`config.mk`:
```
export PLATFORM = sky130hd
export DESIGN_NAME = peak_meter_hold_decay_core
export DESIGN_NICKNAME = d
export VERILOG_FILES = /design/src/rtl/pmhd_pkg.sv /design/src/rtl/pmhd_update.sv /design/src/rtl/peak_meter_hold_decay_core.sv
export SDC_FILE = /design/constraint.sdc
export NUM_CORES = 2
export LEC_CHECK = 0
export BUFFER_PORTS_ARGS = -buffer_cell sky130_fd_sc_hd__buf_2
export CORE_MARGIN = 1
export CORE_UTILIZATION = 35
export CTS_CLUSTER_DIAMETER = 40
export DETAILED_ROUTE_END_ITERATION = 8
export PLACE_DENSITY = 0.59
export SYNTH_ARGS = -nofsm -noshare
export SYNTH_HDL_FRONTEND = slang
export SYNTH_SLANG_ARGS = --single-unit
```
`constraint.sdc`:
```
create_clock -name clk_i -period 11.7 [get_ports clk_i]
set_clock_uncertainty 0.2 [all_clocks]
set_input_delay 0.585 -clock clk_i [delete_from_list [all_inputs] [get_ports clk_i]]
set_output_delay 0.585 -clock clk_i [all_outputs]
set_load 0.03 [all_outputs]
```
`src/rtl/pmhd_pkg.sv`:
```
package pmhd_pkg;

  // Width of the incoming audio samples (two's complement).
  localparam int SampleBits = 16;
  // Width of peak * gain before scaling to Q0.16.
  localparam int ProdBits   = SampleBits + 16;
  // Snap threshold: 0.01 in Q0.16 is 655.36, floor taken.
  localparam logic [15:0] SnapExcess = 16'd655;

  localparam logic [15:0] InputGainRst   = 16'd256;
  localparam logic [15:0] DecayFactorRst = 16'd46334;
  localparam logic [7:0]  HoldTicksRst   = 8'd4;
  localparam logic        DecayEnableRst = 1'b1;

  typedef enum logic {
    OpSample = 1'b0,
    OpTick   = 1'b1
  } op_e;

  typedef enum logic [1:0] {
    RegInputGain   = 2'd0,
    RegDecayFactor = 2'd1,
    RegHoldTicks   = 2'd2,
    RegDecayEnable = 2'd3
  } reg_idx_e;

  typedef struct packed {
    logic [15:0] input_gain;
    logic [15:0] decay_factor;
    logic [7:0]  hold_ticks;
    logic        decay_enable;
  } cfg_t;

  typedef struct packed {
    logic [15:0]           shown_level;
    logic [15:0]           decay_target;
    logic [7:0]            hold_count;
    logic [SampleBits-1:0] block_peak;
  } meter_state_t;

endpackage

```
`src/rtl/pmhd_update.sv`:
```
module pmhd_update (
  input  pmhd_pkg::cfg_t                   cfg_i,
  input  pmhd_pkg::meter_state_t           state_i,
  input  pmhd_pkg::op_e                    op_i,
  input  logic [pmhd_pkg::SampleBits-1:0]  sample_i,
  input  logic                             last_i,
  output pmhd_pkg::meter_state_t           state_o
);

  logic [pmhd_pkg::SampleBits-1:0] mag;
  logic [pmhd_pkg::SampleBits-1:0] peak_new;
  logic [pmhd_pkg::ProdBits-1:0]   prod;
  logic [pmhd_pkg::ProdBits:0]     prod_x2;
  logic [pmhd_pkg::ProdBits:0]     scaled;
  logic [15:0]                     blk_val;
  logic [15:0]                     excess;
  logic [31:0]                     kept_prod;
  logic [15:0]                     kept;

  // Magnitude; most negative code maps to 2^(N-1), still fits unsigned N bits.
  assign mag      = sample_i[pmhd_pkg::SampleBits-1] ? (~sample_i + 1'b1) : sample_i;
  assign peak_new = (mag > state_i.block_peak) ? mag : state_i.block_peak;

  // Q(N-1) peak times Q8.8 gain, down to Q0.16: net shift right by N-9.
  assign prod    = pmhd_pkg::ProdBits'(peak_new) * pmhd_pkg::ProdBits'(cfg_i.input_gain);
  assign prod_x2 = {prod, 1'b0};
  assign scaled  = prod_x2 >> (pmhd_pkg::SampleBits - 8);
  assign blk_val = (|scaled[pmhd_pkg::ProdBits:16]) ? 16'hFFFF : scaled[15:0];

  // Decay step, only meaningful when shown > target.
  assign excess    = state_i.shown_level - state_i.decay_target;
  assign kept_prod = 32'(excess) * 32'(cfg_i.decay_factor);
  assign kept      = kept_prod[31:16];

  always_comb begin
    state_o = state_i;
    case (op_i)
      pmhd_pkg::OpSample: begin
        state_o.block_peak = peak_new;
        if (last_i) begin
          state_o.block_peak = '0;
          if (cfg_i.decay_enable) begin
            if (state_i.shown_level < blk_val) begin
              state_o.hold_count  = cfg_i.hold_ticks;
              state_o.shown_level = blk_val;
            end
            state_o.decay_target = blk_val;
          end else begin
            state_o.shown_level = blk_val;
          end
        end
      end
      pmhd_pkg::OpTick: begin
        if (cfg_i.decay_enable) begin
          if (state_i.hold_count != 8'd0) begin
            state_o.hold_count = state_i.hold_count - 8'd1;
          end else if (state_i.shown_level <= state_i.decay_target) begin
            state_o.shown_level = state_i.decay_target;
          end else if (kept > pmhd_pkg::SnapExcess) begin
            state_o.shown_level = state_i.decay_target + kept;
          end else begin
            state_o.shown_level = state_i.decay_target;
          end
        end
      end
      default: state_o = state_i;
    endcase
  end

endmodule

```
`src/rtl/peak_meter_hold_decay_core.sv`:
```
// Peak meter with hold and decay ballistics.
//
// Input channel (in_valid_i/in_ready_o): one beat is either an audio sample
// (op_i = 0, sample_i, last_i marks the final sample of a block) or a timer
// tick (op_i = 1). Every input beat yields exactly one output beat on
// out_valid_o/out_ready_i carrying the meter state after that beat: level_o,
// target_level_o and holding_o.
// A beat is captured in the input register on acceptance, and its result is
// then loaded into the result register, which drives out_valid_o. Throughput:
// one beat per cycle while out_ready_i is high; the meter state is computed
// combinationally between the two registers, so beats can follow back to back.
// Stall: when the receiver holds out_ready_i low, the result register keeps
// its beat and the input register still takes one more beat; after that
// in_ready_o drops until the output drains. No beat is lost or repeated.
// Reset (rst_ni low, async): meter state clears to zero, registers return
// to gain 1.0 (256), decay 0.707 (46334), hold 4 ticks, decay enabled.
// The APB port writes registers at byte offsets 0, 4, 8, 12 in that order;
// write only while the meter is idle.
module peak_meter_hold_decay_core (
  input  logic                             clk_i,
  input  logic                             rst_ni,
  // APB configuration port
  input  logic                             psel,
  input  logic                             penable,
  input  logic                             pwrite,
  input  logic [3:0]                       paddr,
  input  logic [31:0]                      pwdata,
  output logic [31:0]                      prdata,
  output logic                             pready,
  // input channel
  input  logic                             in_valid_i,
  output logic                             in_ready_o,
  input  logic                             op_i,
  input  logic signed [pmhd_pkg::SampleBits-1:0] sample_i,
  input  logic                             last_i,
  // output channel
  output logic                             out_valid_o,
  input  logic                             out_ready_i,
  output logic [15:0]                      level_o,
  output logic [15:0]                      target_level_o,
  output logic                             holding_o
);

  pmhd_pkg::cfg_t           cfg_q;
  pmhd_pkg::meter_state_t   state_q, state_d;
  pmhd_pkg::reg_idx_e       reg_idx;
  logic                     cfg_wr;

  // input register
  logic                              s1_valid_q;
  pmhd_pkg::op_e                     s1_op_q;
  logic [pmhd_pkg::SampleBits-1:0]   s1_sample_q;
  logic                              s1_last_q;

  // result register
  logic                              out_valid_q;
  logic [15:0]                       level_q;
  logic [15:0]                       target_q;
  logic                              holding_q;

  logic out_free;
  logic s1_adv;
  logic in_acc;

  // ---------------------------------------------------------------------
  // Configuration registers
  // ---------------------------------------------------------------------
  assign pready  = 1'b1;
  assign reg_idx = pmhd_pkg::reg_idx_e'(paddr[3:2]);
  assign cfg_wr  = psel && penable && pwrite;

  always_ff @(posedge clk_i or negedge rst_ni) begin
    if (!rst_ni) begin
      cfg_q.input_gain   <= pmhd_pkg::InputGainRst;
      cfg_q.decay_factor <= pmhd_pkg::DecayFactorRst;
      cfg_q.hold_ticks   <= pmhd_pkg::HoldTicksRst;
      cfg_q.decay_enable <= pmhd_pkg::DecayEnableRst;
    end else if (cfg_wr) begin
      case (reg_idx)
        pmhd_pkg::RegInputGain:   cfg_q.input_gain   <= pwdata[15:0];
        pmhd_pkg::RegDecayFactor: cfg_q.decay_factor <= pwdata[15:0];
        pmhd_pkg::RegHoldTicks:   cfg_q.hold_ticks   <= pwdata[7:0];
        pmhd_pkg::RegDecayEnable: cfg_q.decay_enable <= pwdata[0];
        default: ;
      endcase
    end
  end

  always_comb begin
    case (reg_idx)
      pmhd_pkg::RegInputGain:   prdata = {16'd0, cfg_q.input_gain};
      pmhd_pkg::RegDecayFactor: prdata = {16'd0, cfg_q.decay_factor};
      pmhd_pkg::RegHoldTicks:   prdata = {24'd0, cfg_q.hold_ticks};
      pmhd_pkg::RegDecayEnable: prdata = {31'd0, cfg_q.decay_enable};
      default:                  prdata = '0;
    endcase
  end

  // ---------------------------------------------------------------------
  // Handshake: result reg frees when empty or taken; input reg moves on
  // whenever the result reg can take its beat.
  // ---------------------------------------------------------------------
  assign out_free   = !out_valid_q || out_ready_i;
  assign s1_adv     = s1_valid_q && out_free;
  assign in_ready_o = !s1_valid_q || out_free;
  assign in_acc     = in_valid_i && in_ready_o;

  always_ff @(posedge clk_i or negedge rst_ni) begin
    if (!rst_ni) begin
      s1_valid_q <= 1'b0;
    end else if (in_ready_o) begin
      s1_valid_q <= in_valid_i;
    end
  end

  always_ff @(posedge clk_i) begin
    if (in_acc) begin
      s1_op_q     <= pmhd_pkg::op_e'(op_i);
      s1_sample_q <= sample_i;
      s1_last_q   <= last_i;
    end
  end

  // ---------------------------------------------------------------------
  // Meter state update: peak track, gain scale, hold/decay in one pass
  // ---------------------------------------------------------------------
  pmhd_update u_update (
    .cfg_i    (cfg_q),
    .state_i  (state_q),
    .op_i     (s1_op_q),
    .sample_i (s1_sample_q),
    .last_i   (s1_last_q),
    .state_o  (state_d)
  );

  always_ff @(posedge clk_i or negedge rst_ni) begin
    if (!rst_ni) begin
      state_q <= '0;
    end else if (s1_adv) begin
      state_q <= state_d;
    end
  end

  // ---------------------------------------------------------------------
  // Result register
  // ---------------------------------------------------------------------
  always_ff @(posedge clk_i or negedge rst_ni) begin
    if (!rst_ni) begin
      out_valid_q <= 1'b0;
    end else if (out_free) begin
      out_valid_q <= s1_valid_q;
    end
  end

  always_ff @(posedge clk_i) begin
    if (s1_adv) begin
      level_q   <= state_d.shown_level;
      target_q  <= state_d.decay_target;
      holding_q <= (state_d.hold_count != 8'd0);
    end
  end

  assign out_valid_o    = out_valid_q;
  assign level_o        = level_q;
  assign target_level_o = target_q;
  assign holding_o      = holding_q;

endmodule

```
Word-level counts from Yosys, hierarchy flattened
Index checks and enable logic that the tools add are counted.
{ "totals": {"ff_bits": 150, "inputBits": 61, "elab_cells": 66} }
{ "classes": {"n_addsub": 4, "n_mul": 2, "magnitude_cmp": 4, "eq_ne": 3, "n_mux": 18, "bitwise_logic": 2, "reduce_logical": 17} }
{ "ops": {"columns": ["cell", "count"], "rows": [
  ["two-way mux 16 bit", 10],
  ["case mux 32 bit (4 select lines)", 1],
  ["multiplier 16 x 16 -> 32 bit", 2],
  ["two-way mux 56 bit", 1],
  ["case mux 16 bit (2 select lines)", 1],
  ["two-way mux 24 bit", 1],
  ["two-way mux 8 bit", 3],
  ["adder 16 x 1 -> 16 bit (second input constant)", 1],
  ["adder 16 bit", 1],
  ["greater-than comparator 16 x 10 -> 1 bit (second input constant)", 1],
  ["greater-than comparator 16 bit", 1],
  ["<= comparator 16 bit", 1],
  ["less-than comparator 16 bit", 1],
  ["NOT 16 bit", 1],
  ["case mux 8 bit (2 select lines)", 1],
  ["nonzero test 8 bit", 2],
  ["subtractor 16 bit", 1],
  ["AND reduction 2 bit", 5],
  ["OR reduction 9 bit", 1],
  ["subtractor 8 x 1 -> 8 bit (second input constant)", 1],
  ["equality test 2 bit (second input constant)", 2],
  ["logical AND 1 bit", 4],
  ["equality test 2 x 1 -> 1 bit (second input constant)", 1],
  ["zero test 1 bit", 2],
  ["other kinds (3)", 4]
]} }

Logic depth before layout (Yosys ltp)
{ "logic_depth": {"depth_word": 14, "depth_mapped": 56} }

Hierarchy
A second synthesis with hierarchy kept.
{ "hier_totals": {"hier_cells": 3023, "hier_area_um2": 27299.9} }
{ "modules_own_cells": {"columns": ["module", "n_inst", "cells_each", "area_per_inst_um2", "seq_area_each_um2"], "rows": [
  ["pmhd_update", 1, 2689, 21528.1, 0.0],
  ["peak_meter_hold_decay_core", 1, 334, 5771.8, 4026.4]
]} }

Least setup slack after synthesis
No wires, ideal clock.
{ "synth_timing": {"path_type": "register -> register", "startpoint": "register s1_sample_q[2] (netlist bit)", "endpoint": "register holding_q (netlist: holding_o), data pin", "setup_time_ns": 0.269, "arrival_time_ns": 12.453, "t_required_ns": 11.231, "path_slack_ns": -1.223, "path_stages_with_launch": 51, "n_path_buf": 4, "path_cell_list": "edfxtp_1 -> or3_1 -> or3b_2 -> or2_2 -> o41ai_1 -> xnor2_1 -> ha_1 -> nand3_1 -> or4_4 -> a21o_4 -> o211ai_1 -> o21ai_0 -> clkbuf_1 -> a21oi_1 -> clkbuf_1 -> nand2_1 -> fa_1 -> fa_1 -> [... 15 more ...] -> a211oi_4 -> o2111ai_4 -> buf_2 -> nor2_1 -> ha_1 -> a21oi_1 -> nor2b_1 -> o21ai_0 -> nand2b_1 -> a21oi_1 -> nor2b_1 -> o21ai_0 -> nand2b_1 -> a211oi_1 -> o21ai_4 -> o311a_1 -> a2111oi_2 -> nand4b_1"} }
{ "synth_between": {"elab_chain_len": 14} }
{ "synth_rtl": {"columns": ["element", "line_no", "source"], "rows": [
  ["start: declaration", "peak_meter_hold_decay_core.sv:52", "logic [pmhd_pkg::SampleBits-1:0] s1_sample_q;"],
  ["start signal: assignment", "peak_meter_hold_decay_core.sv:119", "s1_sample_q <= sample_i;"],
  ["NOT 16 bit", "pmhd_update.sv:21", "assign mag = sample_i[pmhd_pkg::SampleBits-1] ? (~sample_i + 1'b1) : sample_i;"],
  ["adder 16 x 1 -> 16 bit", "pmhd_update.sv:21", null],
  ["two-way mux 16 bit *", "pmhd_update.sv:21", null],
  ["greater-than comparator 16 bit", "pmhd_update.sv:22", "assign peak_new = (mag > state_i.block_peak) ? mag : state_i.block_peak;"],
  ["two-way mux 16 bit *", "pmhd_update.sv:22", null],
  ["multiplier 16 x 16 -> 32 bit *", "pmhd_update.sv:25", "assign prod = pmhd_pkg::ProdBits'(peak_new) * pmhd_pkg::ProdBits'(cfg_i.input_gain);"],
  ["OR reduction 9 bit", "pmhd_update.sv:28", "assign blk_val = (|scaled[pmhd_pkg::ProdBits:16]) ? 16'hFFFF : scaled[15:0];"],
  ["two-way mux 16 bit *", "pmhd_update.sv:28", null],
  ["less-than comparator 16 bit *", "pmhd_update.sv:43", "if (state_i.shown_level < blk_val) begin"],
  ["two-way mux 8 bit *", "pmhd_update.sv:43", null],
  ["two-way mux 24 bit *", "pmhd_update.sv:42", "if (cfg_i.decay_enable) begin"],
  ["two-way mux 56 bit *", "pmhd_update.sv:40", "if (last_i) begin"],
  ["case mux 8 bit (2 select lines) *", "pmhd_update.sv:37", "case (op_i)"],
  ["nonzero test 8 bit *", "peak_meter_hold_decay_core.sv:159", "holding_q <= (state_d.hold_count != 8'd0);"],
  ["end signal: assignment", "peak_meter_hold_decay_core.sv:159", null],
  ["end: declaration", "peak_meter_hold_decay_core.sv:59", "logic holding_q;"]
]} }
Every way passes the cells marked *; elsewhere a longest branch is shown, timed or not.
A chain may end at the register's enable or synchronous reset.

Worst setup path in the final report
Same ends and word-level chain as after synthesis.

==> impl_metrics.ini <==
[die]
rows = 102
initial_core_util_pct = 35.44
design.portCount = 129
die_w_um = 282.6
die_height_um = 282.6
dieArea_sq_um = 79830
core_sq_um = 77720

[layout]
final_nets = 4147
layout.cells.non_filler = 4488
drive_gt1_share_pct = 19.91
area_growth_pct = 19.26
fillers = 7714
post-route-cell-area_sq_um = 32850

[setup_path]
rr_endpoint = holding_o$_DFFE_PP_
crit_path_end_kind = flop
r2r-start = s1_sample_q[2]$_DFFE_PP_
worstPathBufferInverterCount = 8
startpoint_type = flop
r2r.worst_path.cells = 49
worst-path-max-fanout = 16
ff2ff_setup_slack_ns = -0.58
path_depth = 49
endpoint = holding_o$_DFFE_PP_
cp_slowest_cell = or4_4
critical_path.top_delay_family = adder cells
cpMostUsedCell = fa_1
cp.required_ns = 11.71
critPathKind = flop to flop
crit_arrival_ns = 12.29
startpoint = s1_sample_q[2]$_DFFE_PP_
slowest_delay_ns = 0.56

[placement]
port_buffers = 93
gp_congestion = 0.8945
dp.cells = 4393
place_ws_ns = -0.9492
placed_area_sq_um = 31090
hpwl_mm = 65.21

[global_routing]
grt_max_degree = 97
grt_pass1_vias = 23570
track_usage_pct = 21.67
overflow = 0
grt_pass1_wl_mm = 133.5
antenna_found_initial = 1

[clock_tree]
cts_tree = yes
worstSkewPairLatency_ns = 0.49
cts.htree.levels = 4
clock_sinks = 150
clock_path_buffers = 2
cts_root_buf = clkbuf_16
clk_pin_slew_ns = 0.08
cts_inserted_buffers = 17

[detailed_routing]
drt-total-wl_mm = 83.21
wl_per_cell_um = 18.54
drc = 0
viasPerCell = 5.114
vias = 22950
ant_nets = 0
drtIter0Drc = 1555
first_pass_iters = 5

[timing]
fmax_mhz = 81.40
maxSlewViolCount = 0
period_needed_ns = 12.28
setup_tns_ns = -18.66
period_share_pct = 105.0
setup_ws_ns = -0.5847
slew_headroom_pct = 29.73
tightest_slew_ns = 1.054
hold_viol_final = 0
rsz0062_at_grt = true
finalSetupViolations = 41

[outcome]
violations = setup timing
status = complete, but fails checks

[synth]
synth_cells = 3169
synth_cell_types = 89
synth_top_flop_cell = dfrtp_1
yosysSeqAreaShare_pct = 14.62
ys_ff_latch = 150
yosys_warnings = 0
synth.avg_cell_area_sq_um = 8.693
syn-cell-area_sq_um = 27550
synth_edf_count = 51
async_flop_share_pct = 66.00

[run]
cap_viol_max_count = 0

[hold_path]
hold_class = input pin to flop
-- flip-flops by register name, summed over array words and instances, names as in the netlist --
| name | cells |
|---|---|
| state_q | 56 |
| target_level_o | 16 |
| s1_op_q | 1 |
| cfg_q | 41 |
| level_o | 16 |
| s1_sample_q | 16 |
| s1_last_q | 1 |
| out_valid_o | 1 |
| holding_o | 1 |
| s1_valid_q | 1 |
-- synthesized netlist by cell type, types with 22 or more instances --
master	count	share of area, %
fa_1	388	28
dfrtp_1	85	7.7
nand2_1	406	5.5
xnor2_1	55	1.7
a21oi_1	129	2.3
o21ai_0	128	2.3
o211ai_1	30	0.82
ha_1	266	12
mux2i_1	35	1.3
nand2b_1	22	0.50
a211oi_1	23	0.63
a21o_1	39	1.1
clkbuf_1	151	2.1
inv_1	524	7.1
mux2_2	49	2.0
nand3_1	73	1.3
and2_1	218	5.0
edfxtp_1	51	5.6
nor2_1	136	1.9
nor3_1	35	0.64
nand4_1	22	0.50
nor2b_1	35	0.79
-- cells by family after synthesis --
kind of cell | share of synthesized area, %
AND/OR/NAND/NOR | 17.99
buffers and inverters | 9.938
adder cells (fa/ha/maj) | 40.28
AO/OA/AOI/OAI | 11.55
flip-flops | 14.62
multiplexers | 3.411
XOR/XNOR | 2.194
other | 0.02726
-- worst min-delay path by stage --
stage,end,slack (ns),start,depth (start not counted)
after floorplan,cfg_q[17]$_DFFE_PN0P_,0.09,rst_ni,0
after global placement,out_valid_o$_DFFE_PN0P_,0.29,s1_valid_q$_DFFE_PN0N_,1
after detailed placement,out_valid_o$_DFFE_PN0P_,0.29,s1_valid_q$_DFFE_PN0N_,1
after CTS,s1_sample_q[15]$_DFFE_PP_,0.06,sample_i[15],1
after global routing,s1_sample_q[15]$_DFFE_PP_,0.06,sample_i[15],1
final,s1_sample_q[15]$_DFFE_PP_,0.08,sample_i[15],1
-- routing by layer --
layer | part of all wire, % | vias to the layer above | global-route usage, %
met5 | 0 | - | 0
li1 | - | 10750 | -
met4 | 2.1 | 0 | 5.142
met2 | 43 | 681 | 32.28
met1 | 48 | 11430 | 31.89
met3 | 7.2 | 90 | 4.435
-- stage by stage --
stage               hold slack (ns)  util, %
floorplan                   0.08941        -
global placement             0.2878    40.00
detailed placement           0.2906    40.00
CTS                         0.06046    41.89
global route                0.05791    42.26
finish                      0.08018    42.27
-- cell type report --
cell class | count | area [sq um] | area share, %
sequential | 150 | 4026 | 12.26
clock buffer | 17 | 425.4 | 1.295
inverter | 524 | 1968 | 5.991
tap | 1040 | 1301 | 3.961
antenna | 3 | 7.507 | 0.02285
timing repair buffer | 408 | 3108 | 9.460
clock inverter | 15 | 193.9 | 0.5903
multi-input combinational | 2331 | 21820 | 66.42
-- what timing repair did --
action / 4_1_cts / 5_1_grt
buffers inserted: 41 / 14
hold buffers: 1 / 0
cloned: 4 / 0
hold endpoints to repair: 43 / 0
resized for setup: 85 / 49
endpoints found under the setup margin: 41 / 41
pin swaps: 63 / 26
-- placed cells by master (no fill, tap or decap), types with 46 or more instances in the layout --
| cell type | count |
|---|---|
| a21oi_1 | 95 |
| and2_1 | 213 |
| buf_2 | 92 |
| buf_4 | 282 |
| dfrtp_1 | 85 |
| edfxtp_1 | 51 |
| fa_1 | 377 |
| ha_1 | 251 |
| inv_1 | 510 |
| mux2_2 | 46 |
| nand2_1 | 395 |
| nand3_1 | 71 |
| nor2_1 | 118 |
| o21ai_0 | 102 |
| xnor2_1 | 53 |
Power is not shown: default switching activity piles up to over one toggle a cycle in this logic, so the estimate is an artifact.
